$ cat config.mk
export PLATFORM = sky130hd
export DESIGN_NAME = hhc_scale_flat
export DESIGN_NICKNAME = d
export VERILOG_FILES = /design/src/hdl/hhc_pkg.sv /design/src/hdl/hhc_if.sv /design/src/hdl/hhc_scale.sv /design/src/flat_wrapper.sv
export SDC_FILE = /design/constraint.sdc
export NUM_CORES = 2
export LEC_CHECK = 0
export ABC_AREA = 1
export BUFFER_PORTS_ARGS = -buffer_cell sky130_fd_sc_hd__buf_2
export CORE_MARGIN = 2
export CORE_UTILIZATION = 56
export CTS_CLUSTER_DIAMETER = 80
export DETAILED_ROUTE_END_ITERATION = 7
export MAX_ROUTING_LAYER = met4
export PLACE_DENSITY = 0.72
export SLEW_MARGIN = 20
export SYNTH_ARGS = -nofsm -noshare
export SYNTH_HDL_FRONTEND = slang
export SYNTH_SLANG_ARGS = --single-unit
$ cat constraint.sdc
create_clock -name clk -period 8.6 [get_ports clk]
set_input_delay 1.72 -clock clk [delete_from_list [all_inputs] [get_ports clk]]
set_output_delay 1.72 -clock clk [all_outputs]
set_load 0.1 [all_outputs]
$ cat src/hdl/hhc_pkg.sv
`timescale 1ns / 1ps
// Shared types, fixed-point constants and elaboration-time table functions
// for the Hamming high-pass coefficient generator. No dependencies.
package hhc_pkg;

  // Default filter length
  localparam int TAPS_DEFAULT = 63;

  // Reset value of the sample-rate register
  localparam logic [17:0] FS_RESET = 18'd44100;

  // Q2.30 one and the constant pi in Q2.30 (truncated)
  localparam logic [30:0] ONE_Q30 = 31'h4000_0000;
  localparam logic [31:0] PI_Q30 = 32'd3373259426;

  // Hamming window terms 0.54 and 0.46 in Q2.30
  localparam logic [63:0] W_A_Q30 = 64'd579820585;
  localparam logic [63:0] W_B_Q30 = 64'd493921239;

  // Quotient bits of the normalized-cutoff division
  localparam int FC_QBITS = 30;

  // Tap divider: quotient bits, divisor width, numerator width
  localparam int DIV_QBITS = 30;
  localparam int DIV_DW = 37;
  localparam int NUM_W = 62;

  // Taylor series steps; divide by 110, 72, 42, 20, 6 as exact reciprocal multiply
  // for 32-bit dividends: floor(y / d) = (y * m) >> s, m = ceil(2^s / d)
  localparam int HSTEPS = 5;
  localparam int HORNER_SHIFT [HSTEPS] = '{39, 39, 38, 37, 35};
  localparam logic [32:0] HORNER_MAGIC [HSTEPS] = '{
    33'(((64'd1 << 39) + 64'd109) / 64'd110),
    33'(((64'd1 << 39) + 64'd71) / 64'd72),
    33'(((64'd1 << 38) + 64'd41) / 64'd42),
    33'(((64'd1 << 37) + 64'd19) / 64'd20),
    33'(((64'd1 << 35) + 64'd5) / 64'd6)
  };

  // Per-tap data that travels alongside the arithmetic pipeline
  typedef struct packed {
    logic [5:0]  n;
    logic        last;
    logic        centre;
    logic [5:0]  k;
    logic [30:0] hc;
    logic [30:0] win;
    logic        neg;
  } tap_side_t;

  // Sine of a 32-bit phase, Q2.30 two's complement; used only on constants
  function automatic logic [63:0] fx_sin_c(input logic [31:0] p);
    logic         neg;
    logic [63:0]  a;
    logic [63:0]  x;
    logic [63:0]  x2;
    logic [63:0]  t;
    logic [63:0]  s;
    logic [127:0] y;
    neg = p[31];
    a = neg ? (64'h1_0000_0000 - 64'(p)) : 64'(p);
    if (a > 64'h4000_0000) begin
      a = 64'h8000_0000 - a;
    end
    x = (a * 64'(PI_Q30)) >> 31;
    x2 = (x * x) >> 30;
    t = 64'(ONE_Q30);
    for (int j = 0; j < HSTEPS; j++) begin
      y = 128'((x2 * t) >> 30) * 128'(HORNER_MAGIC[j]);
      t = 64'(ONE_Q30) - 64'(y >> HORNER_SHIFT[j]);
    end
    s = (x * t) >> 30;
    return neg ? (64'd0 - s) : s;
  endfunction

  // Hamming window value for a cosine phase, Q2.30 (always positive)
  function automatic logic [30:0] win_of_phase(input logic [31:0] p);
    logic [63:0] c;
    logic [63:0] cm;
    logic [63:0] cw;
    logic [63:0] w;
    c = fx_sin_c(p);
    cm = c[63] ? (64'd0 - c) : c;
    cw = (cm * W_B_Q30 + (64'd1 << 29)) >> 30;
    w = c[63] ? (W_A_Q30 + cw) : (W_A_Q30 - cw);
    return w[30:0];
  endfunction

endpackage

$ cat src/hdl/hhc_if.sv


interface hhc_out_if;
  logic               valid;
  logic               ready;
  logic [5:0]         tap_index;
  logic signed [15:0] coefficient;
  logic               last_tap;
  modport source (output valid, output tap_index, output coefficient, output last_tap,
                  input ready);
  modport sink (input valid, input tap_index, input coefficient, input last_tap,
                output ready);
endinterface

$ cat src/hdl/hhc_scale.sv
`timescale 1ns / 1ps
// Tap value selection, window multiply, rounding, saturation and output register.
// Depends on hhc_pkg and hhc_out_if.
module hhc_scale (
  input  logic                 clk,
  input  logic                 rst,
  input  logic                 in_valid,
  input  hhc_pkg::tap_side_t    in_side,
  input  logic [hhc_pkg::DIV_QBITS-1:0] quot,
  hhc_out_if.source            tap_ch,
  output logic                 advance
);
  import hhc_pkg::*;

  logic        h_valid;
  logic [30:0] h_mag;
  logic        h_neg;
  tap_side_t   h_side;
  logic        m_valid;
  logic [61:0] m_prod;
  logic        m_neg;
  logic [5:0]  m_n;
  logic        m_last;
  logic [61:0] rsum;
  logic [16:0] r;
  logic [15:0] coeff_next;

  // Pipeline moves whenever the output register is free or being drained
  assign advance = !tap_ch.valid || tap_ch.ready;

  // Round half away from zero, then saturate to Q1.15
  always_comb begin
    rsum = m_prod + (62'd1 << 44);
    r = rsum[61:45];
    if (m_neg) begin
      coeff_next = (r > 17'd32768) ? 16'h8000 : 16'(17'd0 - r);
    end else begin
      coeff_next = (r > 17'd32767) ? 16'h7fff : r[15:0];
    end
  end

  always_ff @(posedge clk) begin
    if (rst) begin
      h_valid <= 1'b0;
      m_valid <= 1'b0;
      tap_ch.valid <= 1'b0;
    end else if (advance) begin
      h_valid <= in_valid;
      m_valid <= h_valid;
      tap_ch.valid <= m_valid;
    end
  end

  // Pick centre value or sinc quotient, multiply by window, register output word
  always_ff @(posedge clk) begin
    if (advance) begin
      h_mag <= in_side.centre ? in_side.hc : 31'(quot);
      h_neg <= !in_side.centre && !in_side.neg;
      h_side <= in_side;
      m_prod <= 62'(h_mag) * 62'(h_side.win);
      m_neg <= h_neg;
      m_n <= h_side.n;
      m_last <= h_side.last;
      tap_ch.tap_index <= m_n;
      tap_ch.coefficient <= coeff_next;
      tap_ch.last_tap <= m_last;
    end
  end

endmodule

$ cat src/flat_wrapper.sv
// flat-port wrapper written by rule: the top's interface ports become plain ports
module hhc_scale_flat import hhc_pkg::*;
  (clk, rst, in_valid, in_side, quot, advance, tap_ch_valid, tap_ch_tap_index, tap_ch_coefficient, tap_ch_last_tap, tap_ch_ready);
  hhc_out_if tap_ch_i ();
  input  logic clk;
  input  logic rst;
  input  logic in_valid;
  input  hhc_pkg::tap_side_t in_side;
  input  logic [hhc_pkg::DIV_QBITS-1:0] quot;
  output logic advance;
  output wire logic [$bits(tap_ch_i.valid)-1:0] tap_ch_valid;
  output wire logic [$bits(tap_ch_i.tap_index)-1:0] tap_ch_tap_index;
  output wire logic [$bits(tap_ch_i.coefficient)-1:0] tap_ch_coefficient;
  output wire logic [$bits(tap_ch_i.last_tap)-1:0] tap_ch_last_tap;
  input wire logic [$bits(tap_ch_i.ready)-1:0] tap_ch_ready;
  assign tap_ch_valid = tap_ch_i.valid;
  assign tap_ch_tap_index = tap_ch_i.tap_index;
  assign tap_ch_coefficient = tap_ch_i.coefficient;
  assign tap_ch_last_tap = tap_ch_i.last_tap;
  assign tap_ch_i.ready = tap_ch_ready;
  hhc_scale u_core (.clk(clk), .rst(rst), .in_valid(in_valid), .in_side(in_side), .quot(quot), .tap_ch(tap_ch_i), .advance(advance));
endmodule
==> qor.yml <==
critPathKind: "register to register"
outcome: "completed"
core_area_mm2: 0.0661
yosysTopAreaCell: "sky130_fd_sc_hd__fa_1"
cp-end-kind: "register"
most_area_consuming_cells_after_synthesis: "sky130_fd_sc_hd__fa_1 45%, sky130_fd_sc_hd__inv_1 14%, sky130_fd_sc_hd__nand2_1 13%"
number_of_buffers_inserted_by_hold_repair_at_cts: 0
syn_to_final_growth_pct: 5.65
fmax_ghz: 0.132
worstSetupStartpointType: "register"
globalRoute.totalOverflow: 0
synth.net_count: 5858
synth_area_mm2: 0.0375
post_cts_resize_count: 0
cts-buffers-inserted: 17
final.period_utilization_pct: 88.3
tritoncts: "yes"
antenna_cells: 0
drt_pass1_iterations: 5
syn_inst: 4656
groute.usage.overall_pct: 29.9
vias_per_cell: 5.14
place_area_mm2: 0.0391
unrepaired_setup_endpoints_after_global_routing: "no"
nFillCells: 5893
worst_skew_pair.late_latency_ns: 0.51
postCtsSetupBuffers: 0
place.detailed.hpwl_um: 80000
maxCapViolations: 0
top_level_ports: 136
fraction_of_final_layout_cells_sized_beyond_drive_strength_1_pct: 6.64
vias: 28600
synth_top_area_share_pct: 44.6
layout.nets: 5887
synth_seq_cells: 122
worst-path-max-fanout: 19
max_clock_buf_depth: 2
number_of_antenna_violations_at_the_first_check_in_global_routing: 0
slew_at_the_pin_closest_to_its_max_slew_limit_ns: 1.13
yosysWarningCount: 0
buffer_type_at_the_clock_tree_root: "sky130_fd_sc_hd__clkbuf_16"
clock-sinks: 122
dieHeight_um: 263
setup_violations: 0
num_rows: 94
totalWireLength_um: 94500
clk_transition_reported_paths_ns: 0.06
gp_routability_congestion: 0.933
synth.avg_cell_area_um2: 8.06
drt-wirelength-per-cell_um: 17.0
timing.critical_path.required_ns: 8.85
drc_errors: 0
initialDrtViolationCount: 1929
layout.cell_area.non_filler_mm2: 0.0397
max-slew-margin-rel_pct: 24.9
seq_area_frac_synth_pct: 9.68
port_buffers: 129
min_period_ns: 7.59
final.setup.tns_ns: 0
grt_start_max_net_pins: 63
grt_pass1_wl_um: 158000
post_synth_num_cell_types: 41
worstPathArrival_ns: 7.84
floorplan.die.width_um: 263
die_area_mm2: 0.0691
slew_violations: 0
clock_tree.htree_level_count: 4
initial_utilization_pct: 56.8
worst_clock_skew_ns: 0.0333
timing.hold.worst.class: "register to register"
report.final.hold_viol_count: 0
final_antenna_net_count: 0
finish.utilization_pct: 60.0
first_global_vias: 30400
[cell usage after synthesis]
cell type and count:
sky130_fd_sc_hd__a211oi_1 2, sky130_fd_sc_hd__a21boi_0 8, sky130_fd_sc_hd__a21o_1 13, sky130_fd_sc_hd__a21oi_1 70, sky130_fd_sc_hd__a31oi_1 3, sky130_fd_sc_hd__and3_1 1
sky130_fd_sc_hd__buf_1 6, sky130_fd_sc_hd__buf_2 1, sky130_fd_sc_hd__buf_4 2, sky130_fd_sc_hd__buf_6 1, sky130_fd_sc_hd__clkbuf_1 185, sky130_fd_sc_hd__dfxtp_1 3
sky130_fd_sc_hd__edfxtp_1 119, sky130_fd_sc_hd__fa_1 836, sky130_fd_sc_hd__ha_1 255, sky130_fd_sc_hd__inv_1 1440, sky130_fd_sc_hd__inv_2 3, sky130_fd_sc_hd__mux2_2 30
sky130_fd_sc_hd__nand2_1 1272, sky130_fd_sc_hd__nand2_2 16, sky130_fd_sc_hd__nand2_4 2, sky130_fd_sc_hd__nand2_8 2, sky130_fd_sc_hd__nand3_1 76, sky130_fd_sc_hd__nand3_2 4
sky130_fd_sc_hd__nand3b_1 5, sky130_fd_sc_hd__nand4_1 15, sky130_fd_sc_hd__nor2_1 157, sky130_fd_sc_hd__nor2_2 5, sky130_fd_sc_hd__nor2_4 7, sky130_fd_sc_hd__nor3_1 14
sky130_fd_sc_hd__nor4_1 7, sky130_fd_sc_hd__o211ai_1 3, sky130_fd_sc_hd__o21a_1 2, sky130_fd_sc_hd__o21ai_0 50, sky130_fd_sc_hd__o21ai_1 3, sky130_fd_sc_hd__o21ai_2 7
sky130_fd_sc_hd__o21bai_1 17, sky130_fd_sc_hd__or2_2 1, sky130_fd_sc_hd__xnor2_1 4, sky130_fd_sc_hd__xor2_1 8, sky130_fd_sc_hd__xor2_2 1
[worst max-delay path: stages, from the launching register on]
cell and delay, ns:
sky130_fd_sc_hd__edfxtp_1 1.04, sky130_fd_sc_hd__buf_4 0.38, sky130_fd_sc_hd__nand2_1 0.09, sky130_fd_sc_hd__inv_1 0.10, sky130_fd_sc_hd__fa_1 0.44, sky130_fd_sc_hd__fa_1 0.46, sky130_fd_sc_hd__fa_1 0.55, sky130_fd_sc_hd__inv_1 0.05
sky130_fd_sc_hd__fa_1 0.47, sky130_fd_sc_hd__inv_1 0.05, sky130_fd_sc_hd__fa_1 0.49, sky130_fd_sc_hd__inv_1 0.05, sky130_fd_sc_hd__fa_1 0.55, sky130_fd_sc_hd__inv_1 0.05, sky130_fd_sc_hd__fa_1 0.40, sky130_fd_sc_hd__fa_1 0.48
sky130_fd_sc_hd__ha_1 0.33, sky130_fd_sc_hd__nand2_1 0.08, sky130_fd_sc_hd__nand2_1 0.06, sky130_fd_sc_hd__a21boi_0 0.38, sky130_fd_sc_hd__o21ai_0 0.24, sky130_fd_sc_hd__a21boi_0 0.26, sky130_fd_sc_hd__nand2_1 0.10, sky130_fd_sc_hd__nand2_1 0.08
sky130_fd_sc_hd__nand2_1 0.05, sky130_fd_sc_hd__nand2_1 0.06, sky130_fd_sc_hd__nand2_1 0.05
[worst paths after layout]
check	startpoint	to	slack [ns]	cells after the start
hold reg to reg	u_core.h_side[72]	u_core.m_n[1]	0.42	0
hold / removal	u_core.h_side[72]	u_core.m_n[1]	0.42	0
setup reg to reg	u_core.h_mag[10]	u_core.m_prod[61]	1.01	26
setup / recovery	u_core.h_mag[10]	u_core.m_prod[61]	1.01	26
[metrics by stage]
step / hold WS (ns) / std cells / setup WS [ns]
final: 0.417 / 5562 / 1.01
after global routing: 0.425 / 5562 / 0.660
after CTS: 0.419 / 5561 / 1.07
after detailed placement: 0.405 / 5529 / 1.11
after global placement: 0.400 / 5529 / 1.15
after floorplan: 0.400 / 4656 / 2.19
[area by class of cell]
cell class / instances / area (um^2) / share of cell area, %
multi-input cells: 2896 / 27700 / 69.9
inverters: 1443 / 5420 / 13.7
clock inverters: 9 / 67.6 / 0.170
flip-flops and latches: 122 / 3630 / 9.16
repair buffers: 205 / 1240 / 3.12
well taps: 864 / 1080 / 2.73
clock buffers: 23 / 478 / 1.21
[state kept, by name (all words and copies together), names as in the netlist]
| register | flops |
|---|---|
| u_core.h_side | 38 |
| u_core.h_mag | 31 |
| u_core.tap_ch.coefficient | 16 |
| u_core.m_last | 1 |
| u_core.tap_ch.last_tap | 1 |
| u_core.m_prod | 18 |
| u_core.tap_ch.valid | 1 |
| u_core.m_neg | 1 |
| u_core.h_valid | 1 |
| u_core.tap_ch.tap_index | 6 |
| u_core.m_valid | 1 |
| u_core.h_neg | 1 |
| u_core.m_n | 6 |
[logic make-up (layout without fill, tap and decap cells)]
| logic type | count (synthesis) | in the layout | synth area share (%) |
|---|---|---|---|
| muxes | 30 | 30 | 0.900 |
| AOI/OAI and AO/OA | 178 | 178 | 2.75 |
| xor gates and xnor gates | 13 | 13 | 0.323 |
| DFF | 122 | 122 | 9.68 |
| buffers and inverters | 1638 | 1680 | 16.4 |
| and+or+nand+nor | 1584 | 1584 | 16.8 |
| adders and majority gates | 1091 | 1091 | 53.1 |
[cell usage in the layout (no fill, tap or decap), types with 3 or more instances in the layout]
| cell | n |
|---|---|
| sky130_fd_sc_hd__nand3b_1 | 5 |
| sky130_fd_sc_hd__a21boi_0 | 8 |
| sky130_fd_sc_hd__nand3_2 | 4 |
| sky130_fd_sc_hd__buf_4 | 74 |
| sky130_fd_sc_hd__edfxtp_1 | 119 |
| sky130_fd_sc_hd__a21o_1 | 13 |
| sky130_fd_sc_hd__a21oi_1 | 70 |
| sky130_fd_sc_hd__nand2_2 | 16 |
| sky130_fd_sc_hd__clkbuf_16 | 17 |
| sky130_fd_sc_hd__o21ai_0 | 50 |
| sky130_fd_sc_hd__nor4_1 | 7 |
| sky130_fd_sc_hd__mux2_2 | 30 |
| sky130_fd_sc_hd__nor3_1 | 14 |
| sky130_fd_sc_hd__clkbuf_8 | 3 |
| sky130_fd_sc_hd__ha_1 | 255 |
| sky130_fd_sc_hd__nor2_2 | 5 |
| sky130_fd_sc_hd__xnor2_1 | 4 |
| sky130_fd_sc_hd__nand2_1 | 1272 |
| sky130_fd_sc_hd__nand3_1 | 76 |
| sky130_fd_sc_hd__buf_2 | 129 |
| sky130_fd_sc_hd__nor2_4 | 7 |
| sky130_fd_sc_hd__inv_2 | 3 |
| sky130_fd_sc_hd__fa_1 | 836 |
| sky130_fd_sc_hd__dfxtp_1 | 3 |
| sky130_fd_sc_hd__o21bai_1 | 17 |
| sky130_fd_sc_hd__o211ai_1 | 3 |
| sky130_fd_sc_hd__nand4_1 | 15 |
| sky130_fd_sc_hd__clkbuf_1 | 3 |
| sky130_fd_sc_hd__o21ai_1 | 3 |
| sky130_fd_sc_hd__nor2_1 | 157 |
| sky130_fd_sc_hd__a31oi_1 | 3 |
| sky130_fd_sc_hd__o21ai_2 | 7 |
| sky130_fd_sc_hd__inv_1 | 1439 |
| sky130_fd_sc_hd__xor2_1 | 8 |
| sky130_fd_sc_hd__clkinvlp_4 | 5 |
[routing by layer]
layer	GRT usage, %	routed length [um]
met4	8.43	2660
met2	49.2	46200
met1	38.8	39400
met3	4.52	6230
met5	-	0
Power is left out: the tool's default activity adds up to more than one toggle a clock period on the data nets, which glitch-free logic cannot reach.
