`src/hdl/hhc_pkg.sv`:
```
`timescale 1ns / 1ps
// Shared types, fixed-point constants and elaboration-time table functions
// for the Hamming high-pass coefficient generator. No dependencies.
package hhc_pkg;

  // Default filter length
  localparam int TAPS_DEFAULT = 63;

  // Reset value of the sample-rate register
  localparam logic [17:0] FS_RESET = 18'd44100;

  // Q2.30 one and the constant pi in Q2.30 (truncated)
  localparam logic [30:0] ONE_Q30 = 31'h4000_0000;
  localparam logic [31:0] PI_Q30 = 32'd3373259426;

  // Hamming window terms 0.54 and 0.46 in Q2.30
  localparam logic [63:0] W_A_Q30 = 64'd579820585;
  localparam logic [63:0] W_B_Q30 = 64'd493921239;

  // Quotient bits of the normalized-cutoff division
  localparam int FC_QBITS = 30;

  // Tap divider: quotient bits, divisor width, numerator width
  localparam int DIV_QBITS = 30;
  localparam int DIV_DW = 37;
  localparam int NUM_W = 62;

  // Taylor series steps; divide by 110, 72, 42, 20, 6 as exact reciprocal multiply
  // for 32-bit dividends: floor(y / d) = (y * m) >> s, m = ceil(2^s / d)
  localparam int HSTEPS = 5;
  localparam int HORNER_SHIFT [HSTEPS] = '{39, 39, 38, 37, 35};
  localparam logic [32:0] HORNER_MAGIC [HSTEPS] = '{
    33'(((64'd1 << 39) + 64'd109) / 64'd110),
    33'(((64'd1 << 39) + 64'd71) / 64'd72),
    33'(((64'd1 << 38) + 64'd41) / 64'd42),
    33'(((64'd1 << 37) + 64'd19) / 64'd20),
    33'(((64'd1 << 35) + 64'd5) / 64'd6)
  };

  // Per-tap data that travels alongside the arithmetic pipeline
  typedef struct packed {
    logic [5:0]  n;
    logic        last;
    logic        centre;
    logic [5:0]  k;
    logic [30:0] hc;
    logic [30:0] win;
    logic        neg;
  } tap_side_t;

  // Sine of a 32-bit phase, Q2.30 two's complement; used only on constants
  function automatic logic [63:0] fx_sin_c(input logic [31:0] p);
    logic         neg;
    logic [63:0]  a;
    logic [63:0]  x;
    logic [63:0]  x2;
    logic [63:0]  t;
    logic [63:0]  s;
    logic [127:0] y;
    neg = p[31];
    a = neg ? (64'h1_0000_0000 - 64'(p)) : 64'(p);
    if (a > 64'h4000_0000) begin
      a = 64'h8000_0000 - a;
    end
    x = (a * 64'(PI_Q30)) >> 31;
    x2 = (x * x) >> 30;
    t = 64'(ONE_Q30);
    for (int j = 0; j < HSTEPS; j++) begin
      y = 128'((x2 * t) >> 30) * 128'(HORNER_MAGIC[j]);
      t = 64'(ONE_Q30) - 64'(y >> HORNER_SHIFT[j]);
    end
    s = (x * t) >> 30;
    return neg ? (64'd0 - s) : s;
  endfunction

  // Hamming window value for a cosine phase, Q2.30 (always positive)
  function automatic logic [30:0] win_of_phase(input logic [31:0] p);
    logic [63:0] c;
    logic [63:0] cm;
    logic [63:0] cw;
    logic [63:0] w;
    c = fx_sin_c(p);
    cm = c[63] ? (64'd0 - c) : c;
    cw = (cm * W_B_Q30 + (64'd1 << 29)) >> 30;
    w = c[63] ? (W_A_Q30 + cw) : (W_A_Q30 - cw);
    return w[30:0];
  endfunction

endpackage

```
`src/hdl/hhc_if.sv`:
```
`timescale 1ns / 1ps
// Valid/ready channel interfaces: cutoff words in, coefficient words out.
// No dependencies.
interface hhc_in_if;
  logic        valid;
  logic        ready;
  logic [16:0] cutoff_hz;
  modport source (output valid, output cutoff_hz, input ready);
  modport sink (input valid, input cutoff_hz, output ready);
endinterface


```
`src/hdl/hhc_fc_unit.sv`:
```
`timescale 1ns / 1ps
// Normalized cutoff fc = round(2*cutoff*2^30 / fs), one quotient bit a cycle.
// Depends on hhc_pkg and hhc_in_if.
module hhc_fc_unit (
  input  logic        clk,
  input  logic        rst,
  hhc_in_if.sink      cutoff_ch,
  input  logic [17:0] fs_hz,
  input  logic        fc_take,
  output logic        fc_valid,
  output logic [30:0] fc
);
  import hhc_pkg::*;

  localparam int CntW = $clog2(FC_QBITS);

  logic                busy;
  logic [CntW-1:0]     cnt;
  logic [17:0]         rem;
  logic [17:0]         divisor;
  logic [FC_QBITS-1:0] low;
  logic [FC_QBITS-1:0] quo;
  logic [17:0]         cut2;
  logic [18:0]         shifted;
  logic                qbit;
  logic [17:0]         rem_next;

  // One restoring division step
  always_comb begin
    cut2 = {cutoff_ch.cutoff_hz, 1'b0};
    shifted = {rem, low[FC_QBITS-1]};
    qbit = shifted >= {1'b0, divisor};
    rem_next = qbit ? 18'(shifted - {1'b0, divisor}) : shifted[17:0];
  end

  assign cutoff_ch.ready = !busy && !fc_valid;

  // Accept a cutoff, iterate, hold the result until taken
  always_ff @(posedge clk) begin
    if (rst) begin
      busy <= 1'b0;
      fc_valid <= 1'b0;
      cnt <= '0;
    end else begin
      if (cutoff_ch.valid && cutoff_ch.ready) begin
        if (fs_hz == 18'd0) begin
          fc <= '0;
          fc_valid <= 1'b1;
        end else if (cut2 >= fs_hz) begin
          fc <= ONE_Q30;
          fc_valid <= 1'b1;
        end else begin
          rem <= cut2;
          low <= FC_QBITS'(fs_hz >> 1);
          divisor <= fs_hz;
          cnt <= '0;
          busy <= 1'b1;
        end
      end else if (busy) begin
        rem <= rem_next;
        low <= low << 1;
        quo <= {quo[FC_QBITS-2:0], qbit};
        cnt <= cnt + 1'b1;
        if (cnt == CntW'(FC_QBITS - 1)) begin
          busy <= 1'b0;
          fc_valid <= 1'b1;
          fc <= 31'({quo[FC_QBITS-2:0], qbit});
        end
      end else if (fc_take) begin
        fc_valid <= 1'b0;
      end
    end
  end

endmodule

```
`src/flat_wrapper.sv`:
```
// flat-port wrapper written by rule: the top's interface ports become plain ports
module hhc_fc_unit_flat import hhc_pkg::*;
  (clk, rst, fs_hz, fc_take, fc_valid, fc, cutoff_ch_valid, cutoff_ch_cutoff_hz, cutoff_ch_ready);
  hhc_in_if cutoff_ch_i ();
  input  logic clk;
  input  logic rst;
  input  logic [17:0] fs_hz;
  input  logic fc_take;
  output logic fc_valid;
  output logic [30:0] fc;
  input wire logic [$bits(cutoff_ch_i.valid)-1:0] cutoff_ch_valid;
  input wire logic [$bits(cutoff_ch_i.cutoff_hz)-1:0] cutoff_ch_cutoff_hz;
  output wire logic [$bits(cutoff_ch_i.ready)-1:0] cutoff_ch_ready;
  assign cutoff_ch_i.valid = cutoff_ch_valid;
  assign cutoff_ch_i.cutoff_hz = cutoff_ch_cutoff_hz;
  assign cutoff_ch_ready = cutoff_ch_i.ready;
  hhc_fc_unit u_core (.clk(clk), .rst(rst), .cutoff_ch(cutoff_ch_i), .fs_hz(fs_hz), .fc_take(fc_take), .fc_valid(fc_valid), .fc(fc));
endmodule
```
`config.mk`:
```
export PLATFORM = sky130hd
export DESIGN_NAME = hhc_fc_unit_flat
export DESIGN_NICKNAME = d
export VERILOG_FILES = /design/src/hdl/hhc_pkg.sv /design/src/hdl/hhc_if.sv /design/src/hdl/hhc_fc_unit.sv /design/src/flat_wrapper.sv
export SDC_FILE = /design/constraint.sdc
export NUM_CORES = 1
export LEC_CHECK = 0
export BUFFER_PORTS_ARGS = -buffer_cell sky130_fd_sc_hd__buf_4
export CAP_MARGIN = 20
export CORE_AREA = 2 2 165 167
export DETAILED_ROUTE_END_ITERATION = 6
export DIE_AREA = 0 0 167 169
export GPL_ROUTABILITY_DRIVEN = 0
export MAX_ROUTING_LAYER = met4
export PLACE_DENSITY_LB_ADDON = 0.15
export SYNTH_ARGS = -nofsm -noshare
export SYNTH_HDL_FRONTEND = slang
export SYNTH_SLANG_ARGS = --single-unit
```
`constraint.sdc`:
```
create_clock -name clk -period 13.6 [get_ports clk]
set_clock_uncertainty 0.1 [all_clocks]
set_input_delay 2.72 -clock clk [delete_from_list [all_inputs] [get_ports clk]]
set_output_delay 2.72 -clock clk [all_outputs]
set_load 0.1 [all_outputs]
```
==> impl_metrics.py, run 1 <==
metrics = {
    "cts": {
        "hold_buffers": 0,
        "clk-insertion-delay-late_ns": 0.42,
        "numCtsBuffers": 17,
        "cts_resized": 0,
        "clockBufferDepth": 2,
        "clkSinkCount": 133,
        "htreeDepth": 4,
        "clk_pin_slew_ns": 0.07,
        "root_buffer": "clkbuf_16",
        "cts_tree": "built",
        "cts_setup_buffers": 0,
    },
    "finish": {
        "synthToLayoutAreaGrowth_pct": 22.8,
        "fin_nets": 702,
        "seq_area_um2": 3920,
        "multi_input_area_um2": 2320,
        "num_antenna_cells": 0,
        "fin_area_um2": 8010,
        "fillers": 2748,
        "drive_gt1_frac": 0.191,
    },
    "critical_path": {
        "path_max_fanout": 48,
        "cp_num_cells": 10,
        "critPathBufInv": 2,
        "crit_path_end": "u_core.low[13]",
        "path_cells": "buf_4, ha_1, a21oi_1, nor2b_1, o21ai_0, nand4_1, a21oi_2, nor2_1, nor2_4, buf_4",
        "cpMaxStageDelayCell": "buf_4",
        "rr_startpoint": "u_core.busy",
        "critical_path.top_delay_family": "compound AO/OA/AOI/OAI gates",
        "cp-start-kind": "primary input",
        "crit_path_end_kind": "flop",
        "cp-startpoint": "cutoff_ch_cutoff_hz[14]",
        "r2r_slack_ns": 10.04,
        "reg2reg_to": "u_core.low[13]",
        "r2r.worst_path.cells": 8,
        "arrival_ns": 5.22,
        "required_ns": 13.54,
        "cp_common_cell": "buf_4",
        "crit_path_max_incr_delay_ns": 0.56,
        "criticalPathCategory": "primary input to flop",
    },
    "logic_synthesis": {
        "syn_inst": 550,
        "synthDistinctLibCells": 58,
        "synth-seq-area-share": 0.602,
        "synth.area.top_cells": "edfxtp_1 58%, ha_1 7.1%, and2_1 4.0%",
        "muxShareOfSynthArea": 0.00307,
        "yosysTopAreaCellShare": 0.580,
        "yosys_warnings": 0,
        "synth_edf_count": 126,
        "synth_compound_area_frac": 0.119,
        "yosysTopAreaCell": "edfxtp_1",
        "synth_top_family_by_area": "simple AND/OR/NAND/NOR gates",
        "synthXorXnorAreaFrac": 0.0161,
        "synthTopCellsByCount": "126 x edfxtp_1, 51 x nand2_1, 44 x inv_1",
        "synth.net_count": 627,
        "synth_adder_area_share": 0.0741,
        "synth_seq_cells": 133,
        "synthesis.area_um2": 6520,
        "postSynthAreaPerCell_um2": 11.9,
        "synth_most_common_cell": "edfxtp_1",
        "synthFlopType": "edfxtp_1",
        "synth_simple_gate_area_share": 0.141,
        "ys_async_sr_fraction": 0,
    },
    "floorplanning": {
        "initial_core_util": 0.246,
        "die_x_um": 167,
        "fp-row-count": 60,
        "pin_count": 72,
        "core-area_um2": 26500,
        "die-height_um": 169,
        "die_area_um2": 28200,
    },
    "drt": {
        "drc": 0,
        "drtIter0Drc": 279,
        "wl_per_cell_um": 16.3,
        "viasPerCell": 4.56,
        "antenna_left": 0,
        "vias": 4464,
        "wirelength_mm": 15.9,
        "drtPass1Iterations": 4,
    },
    "timing": {
        "hold_viol_final": 0,
        "slew_viol_final": 0,
        "max-slew-margin-rel": 0.489,
        "clock.fmax_mhz": 189,
        "tightestPinTransition_ns": 0.760,
        "grt_setup_unrepaired": "no",
        "setup_violations": 0,
        "post-route-period-util": 0.388,
        "fin_crit_ns": 5.28,
        "finalSetupTns_ns": 0,
    },
    "pwr": {
        "share_seq_of_total_power": 0.425,
        "pwr-share-clk": 0.386,
        "intPower_mw": 0.805,
        "comb_power_share": 0.189,
        "leakagePower_nw": 3.06,
        "ir_worst_vdd_mv": 0.0818,
        "p_per_area_nw_per_um2": 146,
        "swShare": 0.313,
        "switchingPower_mw": 0.367,
    },
    "placement": {
        "dp_hpwl_mm": 10.9,
        "port_buffers": 71,
        "postPlaceCellArea_um2": 7430,
    },
    "global_routing": {
        "overflow": 0,
        "grt_usage": 0.119,
        "grt_pass1_vias": 4444,
        "grt_max_degree": 67,
        "grt_pass1_wl_mm": 25.1,
        "antenna_found_initial": 0,
    },
    "worst_hold_path": {
        "hold_path.class": "flop to flop",
    },
    "status": {
        "run_status": "complete, no violations",
    },
    "job": {
        "max_cap_violations": 0,
    },
}
[worst reg2reg max path, stage by stage (launching register included)]
cell      delay, ns
dfxtp_1        0.49
nand2b_1       0.27
or2_2          0.54
a31oi_1        0.33
nand4_1        0.26
a21oi_2        0.39
nor2_1         0.12
nor2_4         0.10
buf_4          0.56
[cell families (layout without fill, tap and decap cells)]
| family | after synthesis | after routing |
|---|---|---|
| and+or+nand+nor | 179 | 179 |
| xor gates and xnor gates | 12 | 12 |
| adders and majority gates | 38 | 38 |
| AOI/OAI and AO/OA | 119 | 119 |
| buffers and inverters | 67 | 155 |
| muxes | 2 | 2 |
| DFF | 133 | 133 |
[layout by cell type, fill, tap and decap left out, drive strengths merged, types with 3 or more instances in the layout]
cell,count
o31a,4
edfxtp,126
o311ai,3
dfxtp,7
a31oi,10
nor2,30
xor2,4
a21o,8
a211o,3
a21oi,26
and2,42
nor4b,3
nor2b,6
o21ai,35
nor4,5
a211oi,9
buf,78
nand2,51
inv,56
and3,4
clkbuf,17
nand2b,4
o21a,5
ha,37
o41ai,3
nand4,5
nand3,16
xnor2,8
nand3b,4
nor3,4
[cell type report]
cell class	instances	area share
clock buffer	17	0.0531
clock inverter	15	0.0189
inverter	45	0.0211
multi-input combinational	350	0.290
sequential	133	0.490
tap	341	0.0533
timing repair buffer	78	0.0731
[stage by stage]
| step | setup WS (ns) | utilization | hold WS [ns] | cells | total power, mW |
|---|---|---|---|---|---|
| final | 8.32 | 0.302 | 0.340 | 979 | 1.17 |
| after global routing | 8.07 | 0.302 | 0.354 | 979 | 1.23 |
| after CTS | 8.31 | 0.302 | 0.346 | 979 | 1.19 |
| after detailed placement | 7.87 | 0.280 | 0.323 | 947 | 0.730 |
| after global placement | 7.93 | 0.280 | 0.322 | 947 | 0.728 |
| after floorplan | 6.99 | - | 0.317 | 550 | 0.669 |
[layer usage]
metal	wire [um]	track usage	vias up
li1	-	-	2155
met1	8120	0.163	2186
met2	6680	0.167	114
met3	909	0.0386	9
met4	194	0.0330	0
met5	0	-	-
[power groups by stage]
stage	logic, mW	registers (mW)	clock network, mW
after floorplan	0.124	0.545	0
final	0.222	0.498	0.452
after global routing	0.244	0.501	0.485
after global placement	0.221	0.507	0
after detailed placement	0.223	0.507	0
after CTS	0.224	0.499	0.468
[state kept, by name (all words and copies together) (netlist names)]
signal	flops
u_core.rem	18
u_core.busy	1
u_core.quo	29
u_core.low	30
u_core.divisor	18
u_core.cnt	5
u_core.fc_valid	1
u_core.fc	31
[how the worst min path moves through the flow]
stage,startpoint,endpoint,cells after the start
after floorplan,u_core.quo[9],u_core.quo[10],0
after global placement,u_core.quo[24],u_core.quo[25],0
after detailed placement,u_core.quo[8],u_core.quo[9],0
after CTS,u_core.quo[8],u_core.quo[9],0
after global routing,u_core.quo[17],u_core.quo[18],0
final,u_core.quo[8],u_core.quo[9],0
Power figures use the tool's default switching activity.
==> inputs of run 2 (changes only) <==
==> constraint.sdc (replaced) <==
create_clock -name clk -period 4.45 [get_ports clk]
set_clock_uncertainty 0.1 [all_clocks]
set_input_delay 0.89 -clock clk [delete_from_list [all_inputs] [get_ports clk]]
set_output_delay 0.89 -clock clk [all_outputs]
set_load 0.1 [all_outputs]
==> run 2 against run 1 <==
Worst setup slack worse by 7.1 ns. Critical path depth is 1 higher. Cell area rose by 0.47%. Critical path type is now flop to flop. Highest routed layer unchanged.
==> impl_metrics.py, run 2 (same netlist as run 1, synthesis figures left out) <==
metrics = {
    "drt": {
        "antenna_left": 0,
        "vias": 4474,
        "drtIter0Drc": 253,
        "drc": 0,
        "wirelength_mm": 16.3,
        "drtPass1Iterations": 4,
        "viasPerCell": 4.56,
        "wl_per_cell_um": 16.6,
    },
    "finish": {
        "synthToLayoutAreaGrowth_pct": 23.4,
        "final_cell_mix": "126 x edfxtp_1, 79 x buf_4, 51 x nand2_1, 44 x inv_1, 42 x and2_1",
        "top_regs": "u_core.fc (31), u_core.low (30), u_core.quo (29)",
        "largest_register_ffs": 31,
        "largest-register": "u_core.fc",
        "drive_gt1_frac": 0.194,
        "fin_nets": 704,
        "layout_commonest_cell": "edfxtp_1",
        "fillers": 2707,
    },
    "critical_path": {
        "criticalPathCategory": "flop to flop",
        "required_ns": 4.53,
        "cpMaxStageDelayCell": "fa_1",
        "path_cells": "inv_1, ha_1, inv_1, fa_1, a211o_2, a211oi_1, o31ai_1, a21oi_1, o21ai_0, xor2_1, a21o_1",
        "crit_path_max_incr_delay_ns": 0.42,
        "crit_path_end_kind": "flop",
        "path_max_fanout": 3,
        "arrival_ns": 3.26,
        "cp-start-kind": "flop",
        "cp_common_cell": "inv_1",
    },
    "global_routing": {
        "grt_util_met2": 0.169,
        "grt_use_met1": 0.170,
        "antenna_found_initial": 1,
        "overflow": 0,
        "grt_pass1_wl_mm": 25.9,
        "met3_usage": 0.0309,
        "grt_pass1_vias": 4550,
        "grt_usage": 0.122,
        "grt_max_degree": 94,
        "busiest_layer": "met1",
    },
    "pwr": {
        "leakagePower_nw": 3.07,
        "p_total_mw": 3.60,
        "ir_worst_vdd_mv": 0.258,
        "p_per_area_nw_per_um2": 448,
    },
    "cts": {
        "hold_buffers": 0,
        "clockBufferDepth": 2,
        "root_buffer": "clkbuf_16",
        "cts_tree": "built",
        "numCtsBuffers": 17,
        "clkSinkCount": 133,
        "cts_setup_buffers": 0,
        "htreeDepth": 4,
        "clk_pin_slew_ns": 0.07,
        "cts_resized": 0,
        "clk-insertion-delay-late_ns": 0.43,
    },
    "floorplanning": {
        "die_area_um2": 28200,
        "core-area_um2": 26500,
        "fp-row-count": 60,
        "initial_core_util": 0.246,
        "die-height_um": 169,
        "die_x_um": 167,
        "pin_count": 72,
    },
    "status": {
        "run_status": "complete, no violations",
    },
    "placement": {
        "dp_hpwl_mm": 11.3,
        "port_buffers": 71,
    },
    "job": {
        "max_cap_violations": 0,
    },
    "timing": {
        "clock.fmax_mhz": 314,
        "setup_violations": 0,
        "tightestPinTransition_ns": 0.855,
        "post-route-period-util": 0.715,
        "grt_setup_unrepaired": "no",
        "max-slew-margin-rel": 0.430,
        "hold_viol_final": 0,
        "slew_viol_final": 0,
        "finalSetupTns_ns": 0,
        "fin_crit_ns": 3.18,
    },
    "worst_hold_path": {
        "hold_path.class": "flop to flop",
    },
}
## run 2: cell types whose count changed in the layout (fill, tap and decap cells not counted)
cell	change
inv_8	-3
clkinv_8	+2
buf_12	+1
buf_4	+1
diode_2	+1
inv_6	+1
## run 2: area by class of cell
class                      instances  area (um2)  share of cell area
antenna                            1        2.50            0.000311
clock buffer                      17         425              0.0529
clock inverter                    15         159              0.0198
inverter                          45         169              0.0210
multi-input combinational        350        2320               0.289
sequential                       133        3920               0.488
tap                              341         427              0.0530
timing repair buffer              80         613              0.0762
## run 2: path summary, 6_finish.rpt
| path | from | endpoint | slack [ns] | depth (start not counted) |
|---|---|---|---|---|
| worst max-delay path | u_core.low[29] | u_core.rem[16] | 1.27 | 11 |
| worst max register to register | u_core.low[29] | u_core.rem[16] | 1.27 | 11 |
| worst min register to register | u_core.quo[2] | u_core.quo[3] | 0.33 | 0 |
| worst min-delay path | u_core.quo[2] | u_core.quo[3] | 0.33 | 0 |
## run 2: routing by layer
metal / vias to the layer above / wire length (um)
met1: 2168 / 8170
met5: - / 0
li1: 2162 / -
met3: 23 / 870
met2: 121 / 6900
met4: 0 / 319
## run 2: power breakdown
group          leakage, nW  internal [mW]  switching (mW)
Clock                0.280          0.749           0.642
Sequential            1.22           1.49          0.0306
Combinational         1.57          0.227           0.465
Total                 3.07           2.46            1.14
## run 2: worst max-delay path, delay by kind of cell (launching register included)
kind | cells | cell delay [ns]
adder cells (fa/ha/maj) | 2 | 0.64
XOR/XNOR | 1 | 0.17
flip-flops | 1 | 0.40
buffers and inverters | 2 | 0.14
AO/OA/AOI/OAI | 6 | 1.50
## run 2: metrics by stage
stage	setup WS [ns]	utilization	hold slack (ns)	instance area [um2]	instances
final	1.27	0.303	0.332	8040	982
after global routing	1.02	0.303	0.353	8040	981
after CTS	1.22	0.303	0.333	8040	981
after detailed placement	0.769	0.281	0.329	7460	949
after global placement	0.771	0.281	0.320	7460	949
after floorplan	0.664	-	0.317	6530	550
